$ cat src/hw/rtl/imufp_pkg.sv
// ----------------------------------------------------------------------------
// IMU frame parser package
// Shared constants for the byte-serial IMU frame parser and its checker.
// ----------------------------------------------------------------------------
package imufp_pkg;

    // Default frame length in bytes: header, type, data bytes and checksum.
    localparam int FRAME_BYTES_DEF = 11;

    localparam int DATA_W  = 8;
    localparam int WORD_W  = 16;
    localparam int KIND_W  = 2;
    localparam int POS_W   = 4;
    localparam int N_WORDS = 4;

    // Byte codes on the serial link.
    localparam logic [DATA_W-1:0] HDR_BYTE = 8'h55;
    localparam logic [DATA_W-1:0] TYPE_ACC = 8'h51;
    localparam logic [DATA_W-1:0] TYPE_GYR = 8'h52;
    localparam logic [DATA_W-1:0] TYPE_ANG = 8'h53;

    // Frame kind codes as reported on the result channel.
    localparam logic [KIND_W-1:0] KIND_ACC = 2'd0;
    localparam logic [KIND_W-1:0] KIND_GYR = 2'd1;
    localparam logic [KIND_W-1:0] KIND_ANG = 2'd2;

    typedef logic [WORD_W-1:0] t_word;

endpackage : imufp_pkg

$ cat src/hw/rtl/imu_frame_parser.sv
// ----------------------------------------------------------------------------
// IMU frame parser
// Hunts for header and type bytes in a serial byte stream, assembles the
// little-endian data words of each frame and checks its 8-bit sum.
// ----------------------------------------------------------------------------
// The result register loads at the transfer of the checksum byte of its frame,
// and the result appears on the output in the cycle after that transfer.
// Throughput: one byte per cycle while not stalled; the per-byte state update
// is one small add and a few compares between the parse state registers and
// the result register. Reset (synchronous, active low) returns the parser to
// the header hunt and empties the result register.
module imu_frame_parser #(
    parameter int FRAME_BYTES = imufp_pkg::FRAME_BYTES_DEF
) (
    input  logic                                  i_clk,
    input  logic                                  i_rst_n,
    // Byte input channel
    input  logic                                  i_valid,
    output logic                                  o_stall,
    input  logic [imufp_pkg::DATA_W-1:0]          i_data_byte,
    // Result channel
    output logic                                  o_valid,
    input  logic                                  i_stall,
    output logic [imufp_pkg::KIND_W-1:0]          o_frame_kind,
    output logic signed [imufp_pkg::WORD_W-1:0]   o_word_one,
    output logic signed [imufp_pkg::WORD_W-1:0]   o_word_two,
    output logic signed [imufp_pkg::WORD_W-1:0]   o_word_three,
    output logic signed [imufp_pkg::WORD_W-1:0]   o_word_four,
    output logic                                  o_checksum_good
);
    import imufp_pkg::*;

    // Parse phase codes. The unused code behaves as the hunt.
    localparam logic [1:0] PH_HUNT = 2'd0;
    localparam logic [1:0] PH_TYPE = 2'd1;
    localparam logic [1:0] PH_DATA = 2'd2;

    // Byte position of the checksum byte within a frame.
    localparam logic [POS_W-1:0] LAST_POS = POS_W'(FRAME_BYTES - 1);
    localparam logic [POS_W-1:0] DATA_POS = POS_W'(2);

    // Parse state.
    logic [1:0]          r_phase,    n_phase;
    logic [POS_W-1:0]    r_pos,      n_pos;
    logic [DATA_W-1:0]   r_sum,      n_sum;
    logic [KIND_W-1:0]   r_kind,     n_kind;
    logic [DATA_W-1:0]   r_low,      n_low;
    t_word               r_words [N_WORDS];
    t_word               n_words [N_WORDS];

    // Result register.
    logic                r_out_valid, n_out_valid;
    logic [KIND_W-1:0]   r_out_kind;
    t_word               r_out_words [N_WORDS];
    logic                r_out_good;

    logic                w_in_xfer;
    logic                w_frame_end;
    logic [POS_W-1:0]    w_data_idx;

    // The checksum byte is the only byte that produces a result, and whether
    // the next byte is one depends on the parse state alone. The input is
    // held off only when that byte would land on a result still waiting.
    assign w_frame_end = (r_phase == PH_DATA) && (r_pos >= LAST_POS);
    assign o_stall     = r_out_valid && i_stall && w_frame_end;
    assign w_in_xfer   = i_valid && !o_stall;

    // Offset of the current byte within the data field.
    assign w_data_idx  = r_pos - DATA_POS;

    always_comb begin
        n_phase = r_phase;
        n_pos   = r_pos;
        n_sum   = r_sum;
        n_kind  = r_kind;
        n_low   = r_low;
        for (int k = 0; k < N_WORDS; k++) begin
            n_words[k] = r_words[k];
        end

        if (w_in_xfer) begin
            unique case (r_phase)
                PH_TYPE: begin
                    // A repeated header keeps waiting for the type byte.
                    if (i_data_byte != HDR_BYTE) begin
                        if (i_data_byte == TYPE_ACC || i_data_byte == TYPE_GYR
                                || i_data_byte == TYPE_ANG) begin
                            n_kind  = KIND_W'(i_data_byte - TYPE_ACC);
                            n_sum   = HDR_BYTE + i_data_byte;
                            n_pos   = DATA_POS;
                            n_low   = '0;
                            n_phase = PH_DATA;
                            for (int k = 0; k < N_WORDS; k++) begin
                                n_words[k] = '0;
                            end
                        end else begin
                            // Unknown type: back to the hunt, the byte is dropped.
                            n_phase = PH_HUNT;
                            n_pos   = '0;
                        end
                    end
                end
                PH_DATA: begin
                    if (w_frame_end) begin
                        n_phase = PH_HUNT;
                        n_pos   = '0;
                    end else begin
                        // Even offsets hold the low byte; odd offsets complete a
                        // word. Data past the fourth word is summed only.
                        if (!w_data_idx[0]) begin
                            n_low = i_data_byte;
                        end else if (!w_data_idx[POS_W-1]) begin
                            n_words[w_data_idx[2:1]] = {i_data_byte, r_low};
                        end
                        n_sum = r_sum + i_data_byte;
                        n_pos = r_pos + POS_W'(1);
                    end
                end
                default: begin
                    if (i_data_byte == HDR_BYTE) begin
                        n_phase = PH_TYPE;
                        n_pos   = POS_W'(1);
                    end else begin
                        n_phase = PH_HUNT;
                        n_pos   = '0;
                    end
                end
            endcase
        end
    end

    // The result register empties on an output transfer and reloads when
    // the checksum byte arrives.
    always_comb begin
        n_out_valid = r_out_valid && i_stall;
        if (w_in_xfer && w_frame_end) begin
            n_out_valid = 1'b1;
        end
    end

    always_ff @(posedge i_clk) begin
        if (!i_rst_n) begin
            r_phase     <= PH_HUNT;
            r_pos       <= '0;
            r_out_valid <= 1'b0;
        end else begin
            r_phase     <= n_phase;
            r_pos       <= n_pos;
            r_out_valid <= n_out_valid;
        end
    end

    // Frame contents are always rewritten at the type byte before use.
    always_ff @(posedge i_clk) begin
        r_sum  <= n_sum;
        r_kind <= n_kind;
        r_low  <= n_low;
        for (int k = 0; k < N_WORDS; k++) begin
            r_words[k] <= n_words[k];
        end
    end

    always_ff @(posedge i_clk) begin
        if (w_in_xfer && w_frame_end) begin
            r_out_kind <= r_kind;
            r_out_good <= (r_sum == i_data_byte);
            for (int k = 0; k < N_WORDS; k++) begin
                r_out_words[k] <= r_words[k];
            end
        end
    end

    assign o_valid         = r_out_valid;
    assign o_frame_kind    = r_out_kind;
    assign o_word_one      = $signed(r_out_words[0]);
    assign o_word_two      = $signed(r_out_words[1]);
    assign o_word_three    = $signed(r_out_words[2]);
    assign o_word_four     = $signed(r_out_words[3]);
    assign o_checksum_good = r_out_good;

endmodule : imu_frame_parser

$ cat config.mk
export PLATFORM = sky130hd
export DESIGN_NAME = imu_frame_parser
export DESIGN_NICKNAME = d
export VERILOG_FILES = /design/src/hw/rtl/imufp_pkg.sv /design/src/hw/rtl/imu_frame_parser.sv
export SDC_FILE = /design/constraint.sdc
export NUM_CORES = 1
export LEC_CHECK = 0
export BUFFER_PORTS_ARGS = -buffer_cell sky130_fd_sc_hd__buf_2
export CORE_MARGIN = 1
export CORE_UTILIZATION = 54
export CTS_BUF_LIST = sky130_fd_sc_hd__clkbuf_4
export CTS_CLUSTER_DIAMETER = 120
export CTS_CLUSTER_SIZE = 14
export DETAILED_ROUTE_END_ITERATION = 6
export MAX_ROUTING_LAYER = met4
export PLACE_DENSITY_LB_ADDON = 0.2
export SLEW_MARGIN = 10
export SYNTH_ARGS = -nofsm -noshare
export SYNTH_HDL_FRONTEND = slang
export SYNTH_SLANG_ARGS = --single-unit
$ cat constraint.sdc
create_clock -name i_clk -period 7.45 [get_ports i_clk]
set_clock_uncertainty 0.1 [all_clocks]
set_input_delay 0.3725 -clock i_clk [delete_from_list [all_inputs] [get_ports i_clk]]
set_output_delay 0.3725 -clock i_clk [all_outputs]
set_load 0.05 [all_outputs]
Word level (Yosys, flattened, before mapping)
Memory sizes are Yosys's and may differ from the RTL's.
Cells that the tools add are included.
Storage, ports and cells
  register bits: 28
  memory bits (writable): 128
  bits of input ports: 12
  memories: 2
Memory list
  r_out_words: words 4, width 16, rd ports 4, clocked after Yosys merged registers in 0, write ports 4, RTL line imu_frame_parser.sv:54  | t_word r_out_words [N_WORDS];
  r_words: words 4, width 16, rd ports 4, clocked after Yosys merged registers in 0, write ports 4, RTL line imu_frame_parser.sv:48  | t_word r_words [N_WORDS];
Operators by class
  $add $sub $neg: 5
  order comparisons: 3
  equal/unequal tests: 13
  muxes and demuxes: 32
  bitwise gates (word level): 1
  reductions and logical operators: 15
Operators by type and width (number)
  2-to-1 mux 64 bit: 6
  one-hot mux 64 bit (2 select lines): 1
  bitwise mux 64 bit: 1
  2-to-1 mux 8 bit: 7
  demux 16 bit (select 2 bit): 1
  equality test 8 x 7 -> 1 bit, second input constant: 4
  one-hot mux 8 bit (2 select lines): 2
  2-to-1 mux 16 bit: 1
  != test 2 bit, second input constant: 5
  adder 7 x 8 -> 8 bit, first input constant: 1
  adder 8 bit: 1
  equality test 8 bit: 1
  2-to-1 mux 2 bit: 4
  2-to-1 mux 4 bit: 2
  != test 8 x 7 -> 1 bit, second input constant: 1
  one-hot mux 4 bit (2 select lines): 1
  logical AND 1 bit: 6
  AND reduction 6 bit: 1
  2-to-1 mux 1 bit: 5
  AND reduction 5 bit: 1
  adder 4 x 1 -> 4 bit, second input constant: 1
  >= comparator 4 bit, second input constant: 1
  one-hot mux 2 bit (2 select lines): 1
  AND reduction 4 bit: 1
  12 further kinds: 13

Longest topological paths before layout
Gate-level depths: netlist (run 1).
  word-level depth: 12
  mapped depth: 10
  depth with buffers taken out: 9

Worst setup path after synthesis (run 1)
No wires, ideal clock.
  path type: in2reg
  from: input port i_data_byte[7] in the netlist's numbering
  to: memory r_words[0][0] in the netlist's numbering (enable)
  library setup time: 589 ps
  arrival time: 6473 ps
  data required time: 6761 ps
  path slack: 288 ps
  stages on the path: 5
  path buffers: 2
  path through: buf_6 > or4b_4 > or4_1 > clkbuf_2 > a221oi_1
RTL lines
  start: declaration: RTL line imu_frame_parser.sv:20  | input logic [imufp_pkg::DATA_W-1:0] i_data_byte,
  end: declaration: RTL line imu_frame_parser.sv:48

==> impl_metrics.sql, run 1 <==
INSERT INTO impl_metrics (metric_group, metric, value, unit) VALUES
('outcome', 'run_status', 'finished clean', ''),
('synth', 'yosysSeqAreaShare', '69.1', '%'),
('drt', 'route.detailed.vias_per_inst', '5.50', ''),
('placed_design', 'place_inst', '715', ''),
('sta', 'final.setup.tns', '0', 'ns'),
('global_route', 'grt_antenna_before_repair', '0', ''),
('critical_path', 'r2r_slack', '4.25', 'ns'),
('final_layout', 'design.final.nets', '617', ''),
('floorplanning', 'number_of_top_level_pins', '81', ''),
('global_route', 'globalRoute.busiestLayer', 'met2', ''),
('clock_tree', 'cts_root_buffer', 'sky130_fd_sc_hd__clkbuf_4', ''),
('placed_design', 'detailed_place_hpwl', '8350', 'µm'),
('floorplanning', 'start_util', '55.6', '%'),
('floorplanning', 'core_area', '12000', 'µm²'),
('clock_tree', 'cts_made_buffers', '17', ''),
('drt', 'drt_total_wl', '13000', 'µm'),
('drt', 'vias', '4123', ''),
('placed_design', 'gpl.final_weighted_congestion', '0.826', ''),
('drt', 'drt-wirelength-per-cell', '17.3', 'µm'),
('clock_tree', 'h-tree-depth', '4', ''),
('final_layout', 'layout.cells.most_common', 'sky130_fd_sc_hd__edfxtp_1', ''),
('clock_tree', 'clk_path_buf_depth', '2', ''),
('synth', 'synthCells', '514', ''),
('clock_tree', 'clock_latency', '0.56', 'ns'),
('sta', 'finalHoldViolations', '0', ''),
('sta', 'max_slew.worst_pin.slew', '1.23', 'ns'),
('global_route', 'use_met2', '33.0', '%'),
('clock_tree', 'post-cts-setup-buffer-count', '0', ''),
('min_path', 'min_path_type', 'in -> reg', ''),
('floorplanning', 'floorplan.die_area', '12800', 'µm²'),
('critical_path', 'worst_ep_arrival_time', '3.29', 'ns'),
('final_layout', 'antenna_cells_inserted', '0', ''),
('pwr', 'p_per_area', '207', 'nW/µm²'),
('global_route', 'via_count_of_the_first_global_routing_pass', '3917', ''),
('synth', 'synth-main-ff-cell', 'sky130_fd_sc_hd__edfxtp_1', ''),
('synth', 'ys_warn_count', '0', ''),
('sta', 'achievable-frequency', '0.312', 'GHz'),
('critical_path', 'path_class', 'reg -> reg', ''),
('critical_path', 'critical_path.max_fanout', '88', ''),
('drt', 'drt_first_pass_iters', '4', ''),
('drt', 'drt.antenna.violating_nets', '0', ''),
('sta', 'rsz0062_at_grt', 'false', ''),
('final_layout', 'filler_cell_count', '962', ''),
('global_route', 'grt_first_pass_wirelength', '20200', 'µm'),
('drt', 'detailedRoute.firstIterationViolations', '419', ''),
('synth', 'syn_area', '6670', 'µm²'),
('clock_tree', 'cts_num_sinks', '156', ''),
('global_route', 'grt_start_max_net_pins', '89', ''),
('synth', 'synthesis.nets', '542', ''),
('clock_tree', 'cts.reportedPaths.clkPinSlew', '0.13', 'ns'),
('sta', 'fin_crit', '3.20', 'ns'),
('final_layout', 'post_route_cells_drive_above_1_share', '21.1', '%'),
('final_layout', 'most_frequent_cells_in_the_layout', 'sky130_fd_sc_hd__edfxtp_1, sky130_fd_sc_hd__nand2_1, sky130_fd_sc_hd__buf_2, sky130_fd_sc_hd__a21boi_0, sky130_fd_sc_hd__clkbuf_4', ''),
('critical_path', 'required', '7.54', 'ns'),
('critical_path', 'cp-end-kind', 'flop', ''),
('final_layout', 'layout-area-overhead-vs-synth', '13.0', '%'),
('sta', 'max_slew_margin', '17.9', '%'),
('global_route', 'grt_usage', '22.0', '%'),
('synth', 'synth_edf_count', '149', ''),
('global_route', 'globalRoute.totalOverflow', '0', ''),
('pwr', 'power_leakage', '2.69', 'nW'),
('run', 'drv.max_cap_violation_count', '0', ''),
('sta', 'final_slew_viol_count', '0', ''),
('synth', 'mean_instance_size_in_the_synthesized_netlist', '13.0', 'µm²'),
('global_route', 'met1_usage', '29.4', '%'),
('sta', 'final.period_utilization', '43.0', '%'),
('placed_design', 'numPortBuffers', '80', ''),
('floorplanning', 'die_height', '113', 'µm'),
('floorplanning', 'floorplan.rows', '40', ''),
('global_route', 'globalRouteMet3Util', '4.93', '%'),
('synth', 'netlist-cell-type-count', '47', ''),
('pwr', 'vdd.ir_drop.worst', '0.102', 'mV'),
('drt', 'drcViolationCount', '0', ''),
('synth', 'proportion_of_register_bits_with_asynchronous_set_or_reset_after_synthesis', '0', '%'),
('critical_path', 'worstSetupStartpointType', 'flop', ''),
('sta', 'finalSetupViolCount', '0', ''),
('synth', 'postSynthRegisterBits', '156', ''),
('final_layout', 'instances_no_fill', '749', ''),
('floorplanning', 'floorplan.die.width', '113', 'µm'),
('clock_tree', 'cts_tree', 'built', '');
## cell families after synthesis
logic type                 count (synthesis)  synth area share (%)
and+or+nand+nor                          194                  12.9
DFF                                      156                  69.1
AOI/OAI and AO/OA                         91                  10.2
buffers and inverters                     40                  2.42
adders and majority gates                 16                  3.11
xor gates and xnor gates                  15                  1.97
muxes                                      2                 0.300
## where the power goes
part | switching, W | leakage, nW | internal (W) | total (W)
logic | 0.0000208 | 1.10 | 0.0000131 | 0.0000339
registers | 0.000000347 | 1.42 | 0.000946 | 0.000946
clock network | 0.000285 | 0.173 | 0.000298 | 0.000584
## registers in the layout, summed over array words and instances (netlist names)
| name | flops |
|---|---|
| r_low | 8 |
| r_sum | 8 |
| r_pos | 4 |
| r_out_words | 64 |
| o_valid | 1 |
| o_checksum_good | 1 |
| o_frame_kind | 2 |
| r_words | 64 |
| r_phase | 2 |
| r_kind | 2 |
## metal layers
metal / wire length (µm) / up-vias
met3: 728 / 18
met2: 6180 / 124
met5: 0 / -
met4: 246 / 0
met1: 5820 / 1996
li1: - / 1985
## Yosys cell counts, types with 2 or more instances
| library cell | instances | area share (%) |
|---|---|---|
| sky130_fd_sc_hd__ha_1 | 15 | 2.8 |
| sky130_fd_sc_hd__inv_1 | 10 | 0.56 |
| sky130_fd_sc_hd__a21oi_1 | 6 | 0.45 |
| sky130_fd_sc_hd__nand2_1 | 139 | 7.8 |
| sky130_fd_sc_hd__edfxtp_1 | 149 | 67 |
| sky130_fd_sc_hd__or3_1 | 3 | 0.28 |
| sky130_fd_sc_hd__nor3_1 | 2 | 0.15 |
| sky130_fd_sc_hd__buf_2 | 2 | 0.15 |
| sky130_fd_sc_hd__a211oi_1 | 2 | 0.22 |
| sky130_fd_sc_hd__xor2_1 | 2 | 0.26 |
| sky130_fd_sc_hd__a21boi_0 | 64 | 7.2 |
| sky130_fd_sc_hd__o21ai_0 | 2 | 0.15 |
| sky130_fd_sc_hd__dfxtp_1 | 7 | 2.1 |
| sky130_fd_sc_hd__nor2b_1 | 3 | 0.28 |
| sky130_fd_sc_hd__o31ai_1 | 2 | 0.22 |
| sky130_fd_sc_hd__nand4_1 | 4 | 0.37 |
| sky130_fd_sc_hd__xnor2_1 | 13 | 1.7 |
| sky130_fd_sc_hd__o211ai_1 | 2 | 0.22 |
| sky130_fd_sc_hd__or2_2 | 3 | 0.28 |
| sky130_fd_sc_hd__nor2_1 | 9 | 0.51 |
| sky130_fd_sc_hd__mux2i_1 | 2 | 0.30 |
| sky130_fd_sc_hd__and2_1 | 11 | 1.0 |
| sky130_fd_sc_hd__nand3_1 | 4 | 0.30 |
| sky130_fd_sc_hd__o22ai_1 | 2 | 0.19 |
| sky130_fd_sc_hd__clkbuf_1 | 26 | 1.5 |
| sky130_fd_sc_hd__or4b_2 | 2 | 0.30 |
| sky130_fd_sc_hd__nand2b_1 | 8 | 0.75 |
## final timing paths
check,from,to,cells after the start
hold reg to reg,r_kind[0]$_DFFE_PP_,o_frame_kind[0]$_DFFE_PP_,0
setup reg to reg,r_phase[0]$_SDFFE_PN0P_,r_words[0][7]$_SDFFCE_PP0P_,8
hold / removal,i_stall,o_valid$_SDFF_PN0_,3
setup / recovery,r_phase[0]$_SDFFE_PN0P_,r_words[0][7]$_SDFFCE_PP0P_,8
## cell type report
cell class / instances / area (µm²) / share of cell area, %
Clock inverter: 14 / 200 / 2.65
Clock buffer: 18 / 135 / 1.79
Multi-Input combinational cell: 318 / 1920 / 25.5
Timing Repair Buffer: 86 / 450 / 5.97
Tap cell: 147 / 184 / 2.44
Sequential cell: 156 / 4610 / 61.2
Inverter: 10 / 37.5 / 0.498
## critical path, stage by stage, from the launching register on
cell and delay [ns]:
sky130_fd_sc_hd__dfxtp_1 0.38, sky130_fd_sc_hd__inv_1 0.06, sky130_fd_sc_hd__ha_2 0.17, sky130_fd_sc_hd__buf_4 0.34
sky130_fd_sc_hd__o311ai_1 0.22, sky130_fd_sc_hd__o21ai_1 0.21, sky130_fd_sc_hd__or2_2 0.42, sky130_fd_sc_hd__a221oi_4 0.20
sky130_fd_sc_hd__buf_4 0.68
## stage by stage
stage | power, W | instance area, µm² | setup WS, ns | hold WS, ns | util (%)
2_1_floorplan | 0.000986 | 6670 | 0.288 | 0.300 | -
3_3_place_gp | 0.000997 | 7180 | 4.23 | 0.328 | 59.8
3_5_place_dp | 0.000999 | 7180 | 4.22 | 0.313 | 59.8
4_1_cts | 0.00157 | 7540 | 4.23 | 0.00865 | 62.8
5_1_grt | 0.00161 | 7540 | 3.99 | 0.0348 | 62.8
6_report | 0.00156 | 7540 | 4.25 | 0.0378 | 62.8
## what timing repair did
item / in CTS / in global routing
resized for setup: 0 / 0
hold endpoints to repair: 5 / 0
hold buffers: 2 / 0
Note: power is estimated with default switching activity, not from simulation.
==> run 2, diff against run 1 <==
--- a/config.mk
+++ b/config.mk
@@ -7,7 +7,7 @@
 export LEC_CHECK = 0
 export BUFFER_PORTS_ARGS = -buffer_cell sky130_fd_sc_hd__buf_2
 export CORE_MARGIN = 1
-export CORE_UTILIZATION = 54
+export CORE_UTILIZATION = 60
 export CTS_BUF_LIST = sky130_fd_sc_hd__clkbuf_4
 export CTS_CLUSTER_DIAMETER = 120
 export CTS_CLUSTER_SIZE = 14
==> constraint.sdc (replaced) <==
create_clock -name i_clk -period 2.96 [get_ports i_clk]
set_clock_uncertainty 0.1 [all_clocks]
set_input_delay 0.148 -clock i_clk [delete_from_list [all_inputs] [get_ports i_clk]]
set_output_delay 0.148 -clock i_clk [all_outputs]
set_load 0.05 [all_outputs]
==> run 2 against run 1 <==
- worst setup slack got worse by 4.0 ns
- total power rose by 140%
- design area rose by 1.7%
- worst hold slack got worse by 0.015 ns
- maximum frequency rose by 19%
- die area fell by 9.8%
- largest power group unchanged
==> impl_metrics.sql, run 2 (synthesis results as in run 1) <==
INSERT INTO impl_metrics (metric_group, metric, value, unit) VALUES
('outcome', 'run_status', 'finished clean', ''),
('clock_tree', 'h-tree-depth', '4', ''),
('final_layout', 'instances_no_fill', '760', ''),
('min_path', 'min_path_type', 'in -> reg', ''),
('clock_tree', 'clk_path_buf_depth', '2', ''),
('final_layout', 'post-route-cell-area', '7670', 'µm²'),
('global_route', 'via_count_of_the_first_global_routing_pass', '4150', ''),
('sta', 'final.period_utilization', '90.9', '%'),
('global_route', 'grt_first_pass_wirelength', '21200', 'µm'),
('pwr', 'design_power_total', '0.00374', 'W'),
('clock_tree', 'post_cts_resized', '0', ''),
('final_layout', 'multiInputGateArea', '1940', 'µm²'),
('pwr', 'p_per_area', '488', 'nW/µm²'),
('clock_tree', 'cts_hold_repair.buffers', '9', ''),
('sta', 'achievable-frequency', '0.372', 'GHz'),
('sta', 'finalSetupViolCount', '0', ''),
('final_layout', 'most_frequent_cells_in_the_layout', 'sky130_fd_sc_hd__edfxtp_1, sky130_fd_sc_hd__nand2_1, sky130_fd_sc_hd__buf_2, sky130_fd_sc_hd__a21boi_0, sky130_fd_sc_hd__clkbuf_4', ''),
('floorplanning', 'number_of_top_level_pins', '81', ''),
('drt', 'vias', '4342', ''),
('floorplanning', 'core_area', '10800', 'µm²'),
('placed_design', 'gpl.final_weighted_congestion', '0.897', ''),
('critical_path', 'worstSetupStartpointType', 'flop', ''),
('floorplanning', 'floorplan.die_area', '11500', 'µm²'),
('final_layout', 'filler_cell_count', '748', ''),
('floorplanning', 'floorplan.rows', '38', ''),
('critical_path', 'required', '3.17', 'ns'),
('run', 'drv.max_cap_violation_count', '0', ''),
('clock_tree', 'cts.reportedPaths.clkPinSlew', '0.13', 'ns'),
('drt', 'drt_first_pass_iters', '7', ''),
('floorplanning', 'floorplan.die.width', '107', 'µm'),
('final_layout', 'reg_top3', 'r_out_words (64), r_words (64)', ''),
('placed_design', 'place_inst', '719', ''),
('pwr', 'power_leakage', '2.74', 'nW'),
('final_layout', 'antenna_cells_inserted', '0', ''),
('sta', 'final_slew_viol_count', '0', ''),
('placed_design', 'numPortBuffers', '80', ''),
('sta', 'final.setup.tns', '0', 'ns'),
('final_layout', 'post_route_cells_drive_above_1_share', '22.7', '%'),
('clock_tree', 'cts_num_sinks', '156', ''),
('global_route', 'grt_start_max_net_pins', '55', ''),
('global_route', 'globalRoute.totalOverflow', '0', ''),
('critical_path', 'worst_ep_arrival_time', '2.90', 'ns'),
('clock_tree', 'clock_latency', '0.54', 'ns'),
('final_layout', 'design.final.nets', '635', ''),
('final_layout', 'layout.cells.most_common', 'sky130_fd_sc_hd__edfxtp_1', ''),
('drt', 'drcViolationCount', '0', ''),
('sta', 'rsz0062_at_grt', 'false', ''),
('sta', 'finalHoldViolations', '0', ''),
('drt', 'drt-wirelength-per-cell', '18.0', 'µm'),
('floorplanning', 'die_height', '107', 'µm'),
('sta', 'max_slew_margin', '52.6', '%'),
('global_route', 'grt_usage', '25.9', '%'),
('drt', 'drt.antenna.violating_nets', '0', ''),
('critical_path', 'cp-end-kind', 'flop', ''),
('sta', 'finalHoldWorstSlack', '0.0224', 'ns'),
('critical_path', 'critical_path.max_fanout', '26', ''),
('final_layout', 'area.sequential', '4620', 'µm²'),
('pwr', 'vdd.ir_drop.worst', '0.224', 'mV'),
('sta', 'max_slew.worst_pin.slew', '0.711', 'ns'),
('global_route', 'grt_antenna_before_repair', '0', ''),
('critical_path', 'path_class', 'reg -> reg', ''),
('floorplanning', 'start_util', '61.6', '%'),
('final_layout', 'layout-area-overhead-vs-synth', '14.9', '%'),
('clock_tree', 'cts_tree', 'built', ''),
('placed_design', 'placement.cell_area', '7300', 'µm²'),
('drt', 'drt_total_wl', '13700', 'µm'),
('clock_tree', 'cts_made_buffers', '17', ''),
('clock_tree', 'cts_root_buffer', 'sky130_fd_sc_hd__clkbuf_4', ''),
('drt', 'detailedRoute.firstIterationViolations', '338', ''),
('drt', 'route.detailed.vias_per_inst', '5.71', ''),
('placed_design', 'detailed_place_hpwl', '9120', 'µm'),
('clock_tree', 'post-cts-setup-buffer-count', '0', ''),
('sta', 'fin_crit', '2.69', 'ns');
-- run 2: layer usage --
metal	track usage, %	routed length [µm]	share of wire (%)
met2	40.4	6860	50
met4	10.8	376	2.7
met3	6.84	1000	7.3
met1	32.6	5480	40
met5	-	0	0
-- run 2: critical path: stages, from the launching register on --
cell and delay [ns]:
sky130_fd_sc_hd__dfxtp_1 0.35, sky130_fd_sc_hd__inv_1 0.06, sky130_fd_sc_hd__ha_2 0.50, sky130_fd_sc_hd__nand2b_1 0.12, sky130_fd_sc_hd__ha_1 0.23, sky130_fd_sc_hd__fa_1 0.40
sky130_fd_sc_hd__a21o_1 0.19, sky130_fd_sc_hd__a21oi_1 0.26, sky130_fd_sc_hd__or4b_2 0.18, sky130_fd_sc_hd__nand4_1 0.07
-- run 2: where the power goes --
group	switching, W	total [W]	internal, W
clock network	0.000753	0.00126	0.000510
registers	0.000000912	0.00238	0.00238
logic	0.0000574	0.0000994	0.0000419
-- run 2: area by class of cell --
| cell class | count | area share, % |
|---|---|---|
| tap | 140 | 2.28 |
| sequential | 156 | 60.2 |
| multi-input combinational | 318 | 25.3 |
| timing repair buffer | 104 | 8.03 |
| inverter | 10 | 0.490 |
| clock buffer | 18 | 1.76 |
| clock inverter | 14 | 1.91 |
-- run 2: stage by stage --
stage / utilization (%) / setup WS, ns
after detailed placement: 67.3 / 0.286
final: 70.7 / 0.269
after global placement: 67.3 / 0.294
after floorplan: - / -0.624
after global routing: 70.7 / 0.0847
after CTS: 70.7 / 0.276
-- run 2: path summary, 6_finish.rpt --
| check | end | depth (start not counted) | startpoint | slack (ns) |
|---|---|---|---|---|
| min | r_words[3][9]$_SDFFCE_PP0P_ | 3 | i_data_byte[1] | 0.02 |
| max reg2reg | r_sum[6]$_DFFE_PP_ | 9 | r_phase[0]$_SDFFE_PN0P_ | 0.27 |
| max | r_sum[6]$_DFFE_PP_ | 9 | r_phase[0]$_SDFFE_PN0P_ | 0.27 |
| min reg2reg | o_frame_kind[0]$_DFFE_PP_ | 0 | r_kind[0]$_DFFE_PP_ | 0.35 |
==> run 3, diff against run 2 <==
==> constraint.sdc (replaced) <==
create_clock -name i_clk -period 2.8 [get_ports i_clk]
set_clock_uncertainty 0.1 [all_clocks]
set_input_delay 0.14 -clock i_clk [delete_from_list [all_inputs] [get_ports i_clk]]
set_output_delay 0.14 -clock i_clk [all_outputs]
set_load 0.05 [all_outputs]
==> run 3 against run 2 <==
- non-clock buffer count up 5
- die area unchanged
- sequential share of layout area decreased by 1.4 points
- count of clock-buffer cells in the layout increased by 2
- utilization increased by 1.7 points
- sequential power up 6%
- first-iteration DRC count grew 0.89%
- design area is 2.4% higher
- total power grew 17%
- via count up 1.2%
- critical path type is now in -> reg
- highest routed layer unchanged
==> impl_metrics.sql, run 3 (synthesis results as in run 1) <==
INSERT INTO impl_metrics (metric_group, metric, value, unit) VALUES
('outcome', 'run_status', 'finished clean', ''),
('drt', 'routed.top_layer', 'met4', ''),
('clock_tree', 'cts.reportedPaths.clkPinSlew', '0.12', 'ns'),
('global_route', 'via_count_of_the_first_global_routing_pass', '4208', ''),
('drt', 'drt-wirelength-per-cell', '18.2', 'µm'),
('final_layout', 'post_route_cells_drive_above_1_share', '23.4', '%'),
('global_route', 'globalRoute.totalOverflow', '0', ''),
('sta', 'finalSetupViolCount', '0', ''),
('sta', 'finalHoldWorstSlack', '0.354', 'ns'),
('sta', 'achievable-frequency', '0.382', 'GHz'),
('pwr', 'design_power_total', '0.00439', 'W'),
('pwr', 'seqPwrFrac', '57.3', '%'),
('final_layout', 'antenna_cells_inserted', '0', ''),
('placed_design', 'gpl.final_weighted_congestion', '0.819', ''),
('clock_tree', 'cts_made_buffers', '17', ''),
('drt', 'drt_total_wl', '14000', 'µm'),
('clock_tree', 'h-tree-depth', '4', ''),
('critical_path', 'cp-end-kind', 'flop', ''),
('sta', 'finalHoldViolations', '0', ''),
('critical_path', 'r2r_slack', '0.25', 'ns'),
('critical_path', 'worstSetupStartpointType', 'input port', ''),
('pwr', 'switching_share', '18.7', '%'),
('drt', 'drt_first_pass_iters', '6', ''),
('floorplanning', 'floorplan.rows', '38', ''),
('sta', 'max_slew_margin', '54.4', '%'),
('pwr', 'power.net_switching', '0.000823', 'W'),
('placed_design', 'placement.cell_area', '7340', 'µm²'),
('pwr', 'power_leakage', '2.83', 'nW'),
('drt', 'drcViolationCount', '0', ''),
('sta', 'final.setup.tns', '0', 'ns'),
('global_route', 'grt_first_pass_wirelength', '21500', 'µm'),
('drt', 'dr_wl_met2', '7090', 'µm'),
('drt', 'drt.antenna.violating_nets', '0', ''),
('clock_tree', 'clock_latency', '0.54', 'ns'),
('sta', 'fin_crit', '2.62', 'ns'),
('critical_path', 'path_class', 'in -> reg', ''),
('sta', 'layout_setup_ws', '0.184', 'ns'),
('final_layout', 'reg_top3', 'r_out_words (64), r_words (64)', ''),
('drt', 'met3RoutedLength', '914', 'µm'),
('critical_path', 'worst_ep_arrival_time', '2.76', 'ns'),
('drt', 'route.detailed.vias_per_inst', '5.74', ''),
('sta', 'final.period_utilization', '93.4', '%'),
('pwr', 'vdd.ir_drop.worst', '0.300', 'mV'),
('clock_tree', 'post-cts-setup-buffer-count', '0', ''),
('final_layout', 'design.final.nets', '640', ''),
('clock_tree', 'post_cts_resized', '0', ''),
('drt', 'met1Wirelength', '5620', 'µm'),
('pwr', 'power_report.internal_total', '0.00357', 'W'),
('critical_path', 'critical_path.max_fanout', '32', ''),
('floorplanning', 'core_area', '10800', 'µm²'),
('final_layout', 'layout-area-overhead-vs-synth', '17.6', '%'),
('clock_tree', 'cts_root_buffer', 'sky130_fd_sc_hd__clkbuf_4', ''),
('final_layout', 'layout.cells.most_common', 'sky130_fd_sc_hd__edfxtp_1', ''),
('placed_design', 'detailed_place_hpwl', '9170', 'µm'),
('drt', 'detailedRoute.firstIterationViolations', '341', ''),
('clock_tree', 'cts_hold_repair.buffers', '12', ''),
('floorplanning', 'floorplan.die.width', '107', 'µm'),
('global_route', 'grt_usage', '26.3', '%'),
('final_layout', 'filler_cell_count', '727', ''),
('pwr', 'share_clk_of_total_power', '40.2', '%'),
('sta', 'rsz0062_at_grt', 'false', ''),
('pwr', 'p_per_area', '560', 'nW/µm²'),
('run', 'drv.max_cap_violation_count', '0', ''),
('critical_path', 'required', '2.94', 'ns'),
('floorplanning', 'die_height', '107', 'µm'),
('drt', 'vias', '4392', ''),
('min_path', 'min_path_type', 'in -> reg', ''),
('pwr', 'comb_power_share', '2.5', '%'),
('final_layout', 'post-route-cell-area', '7850', 'µm²'),
('global_route', 'grt_antenna_before_repair', '0', ''),
('placed_design', 'numPortBuffers', '80', ''),
('floorplanning', 'number_of_top_level_pins', '81', ''),
('sta', 'final_slew_viol_count', '0', ''),
('sta', 'max_slew.worst_pin.slew', '0.684', 'ns'),
('final_layout', 'most_frequent_cells_in_the_layout', 'sky130_fd_sc_hd__edfxtp_1, sky130_fd_sc_hd__nand2_1, sky130_fd_sc_hd__buf_2, sky130_fd_sc_hd__a21boi_0, sky130_fd_sc_hd__clkbuf_4', ''),
('placed_design', 'preCtsSetupSlack', '0.200', 'ns'),
('floorplanning', 'floorplan.die_area', '11500', 'µm²'),
('floorplanning', 'start_util', '61.6', '%'),
('clock_tree', 'clk_path_buf_depth', '2', ''),
('clock_tree', 'cts_tree', 'built', ''),
('clock_tree', 'cts_num_sinks', '156', ''),
('global_route', 'grt_start_max_net_pins', '52', '');
==> run 3: worst paths after layout <==
kind	startpoint	endpoint	cells after the start
setup reg to reg	r_pos[0]$_SDFFE_PN0P_	r_pos[0]$_SDFFE_PN0P_	7
setup / recovery	i_data_byte[7]	r_words[3][1]$_SDFFCE_PP0P_	6
hold reg to reg	r_kind[0]$_DFFE_PP_	o_frame_kind[0]$_DFFE_PP_	0
hold / removal	i_rst_n	r_pos[3]$_SDFFE_PN0P_	3
==> run 3: metal layers <==
layer  GRT usage [%]  vias up
li1                -     2036
met1            33.0     2137
met2            42.0      186
met3            5.39       33
met4            11.6        0
met5               -        -
==> run 3: power by group through the flow <==
stage | clock, W | sequential (W) | combinational (W)
2_1_floorplan | 0 | 0.00257 | 0.0000553
6_report | 0.00177 | 0.00252 | 0.000108
3_5_place_dp | 0 | 0.00257 | 0.0000943
3_3_place_gp | 0 | 0.00257 | 0.0000896
4_1_cts | 0.00178 | 0.00252 | 0.000108
5_1_grt | 0.00188 | 0.00252 | 0.000117
==> run 3: worst max-delay path, stage by stage <==
cell and delay (ns):
sky130_fd_sc_hd__dlygate4sd3_1 0.53, sky130_fd_sc_hd__buf_2 0.19, sky130_fd_sc_hd__or4b_4 0.55, sky130_fd_sc_hd__or4_1 0.64
sky130_fd_sc_hd__a221oi_4 0.44, sky130_fd_sc_hd__buf_12 0.25
==> run 3: per-stage QoR <==
stage          std cells  utilization (%)
2_1_floorplan        514                -
4_1_cts              765             72.4
3_5_place_dp         721             67.7
5_1_grt              765             72.4
3_3_place_gp         721             67.7
6_report             765             72.4
==> run 3: cell type report <==
class,instances,area [µm²],share of cell area [%]
flip-flops and latches,156,4620,58.8
multi-input cells,318,1940,24.7
repair buffers,109,686,8.74
clock inverters,12,243,3.09
well taps,140,175,2.23
clock buffers,20,150,1.91
inverters,10,37.5,0.478
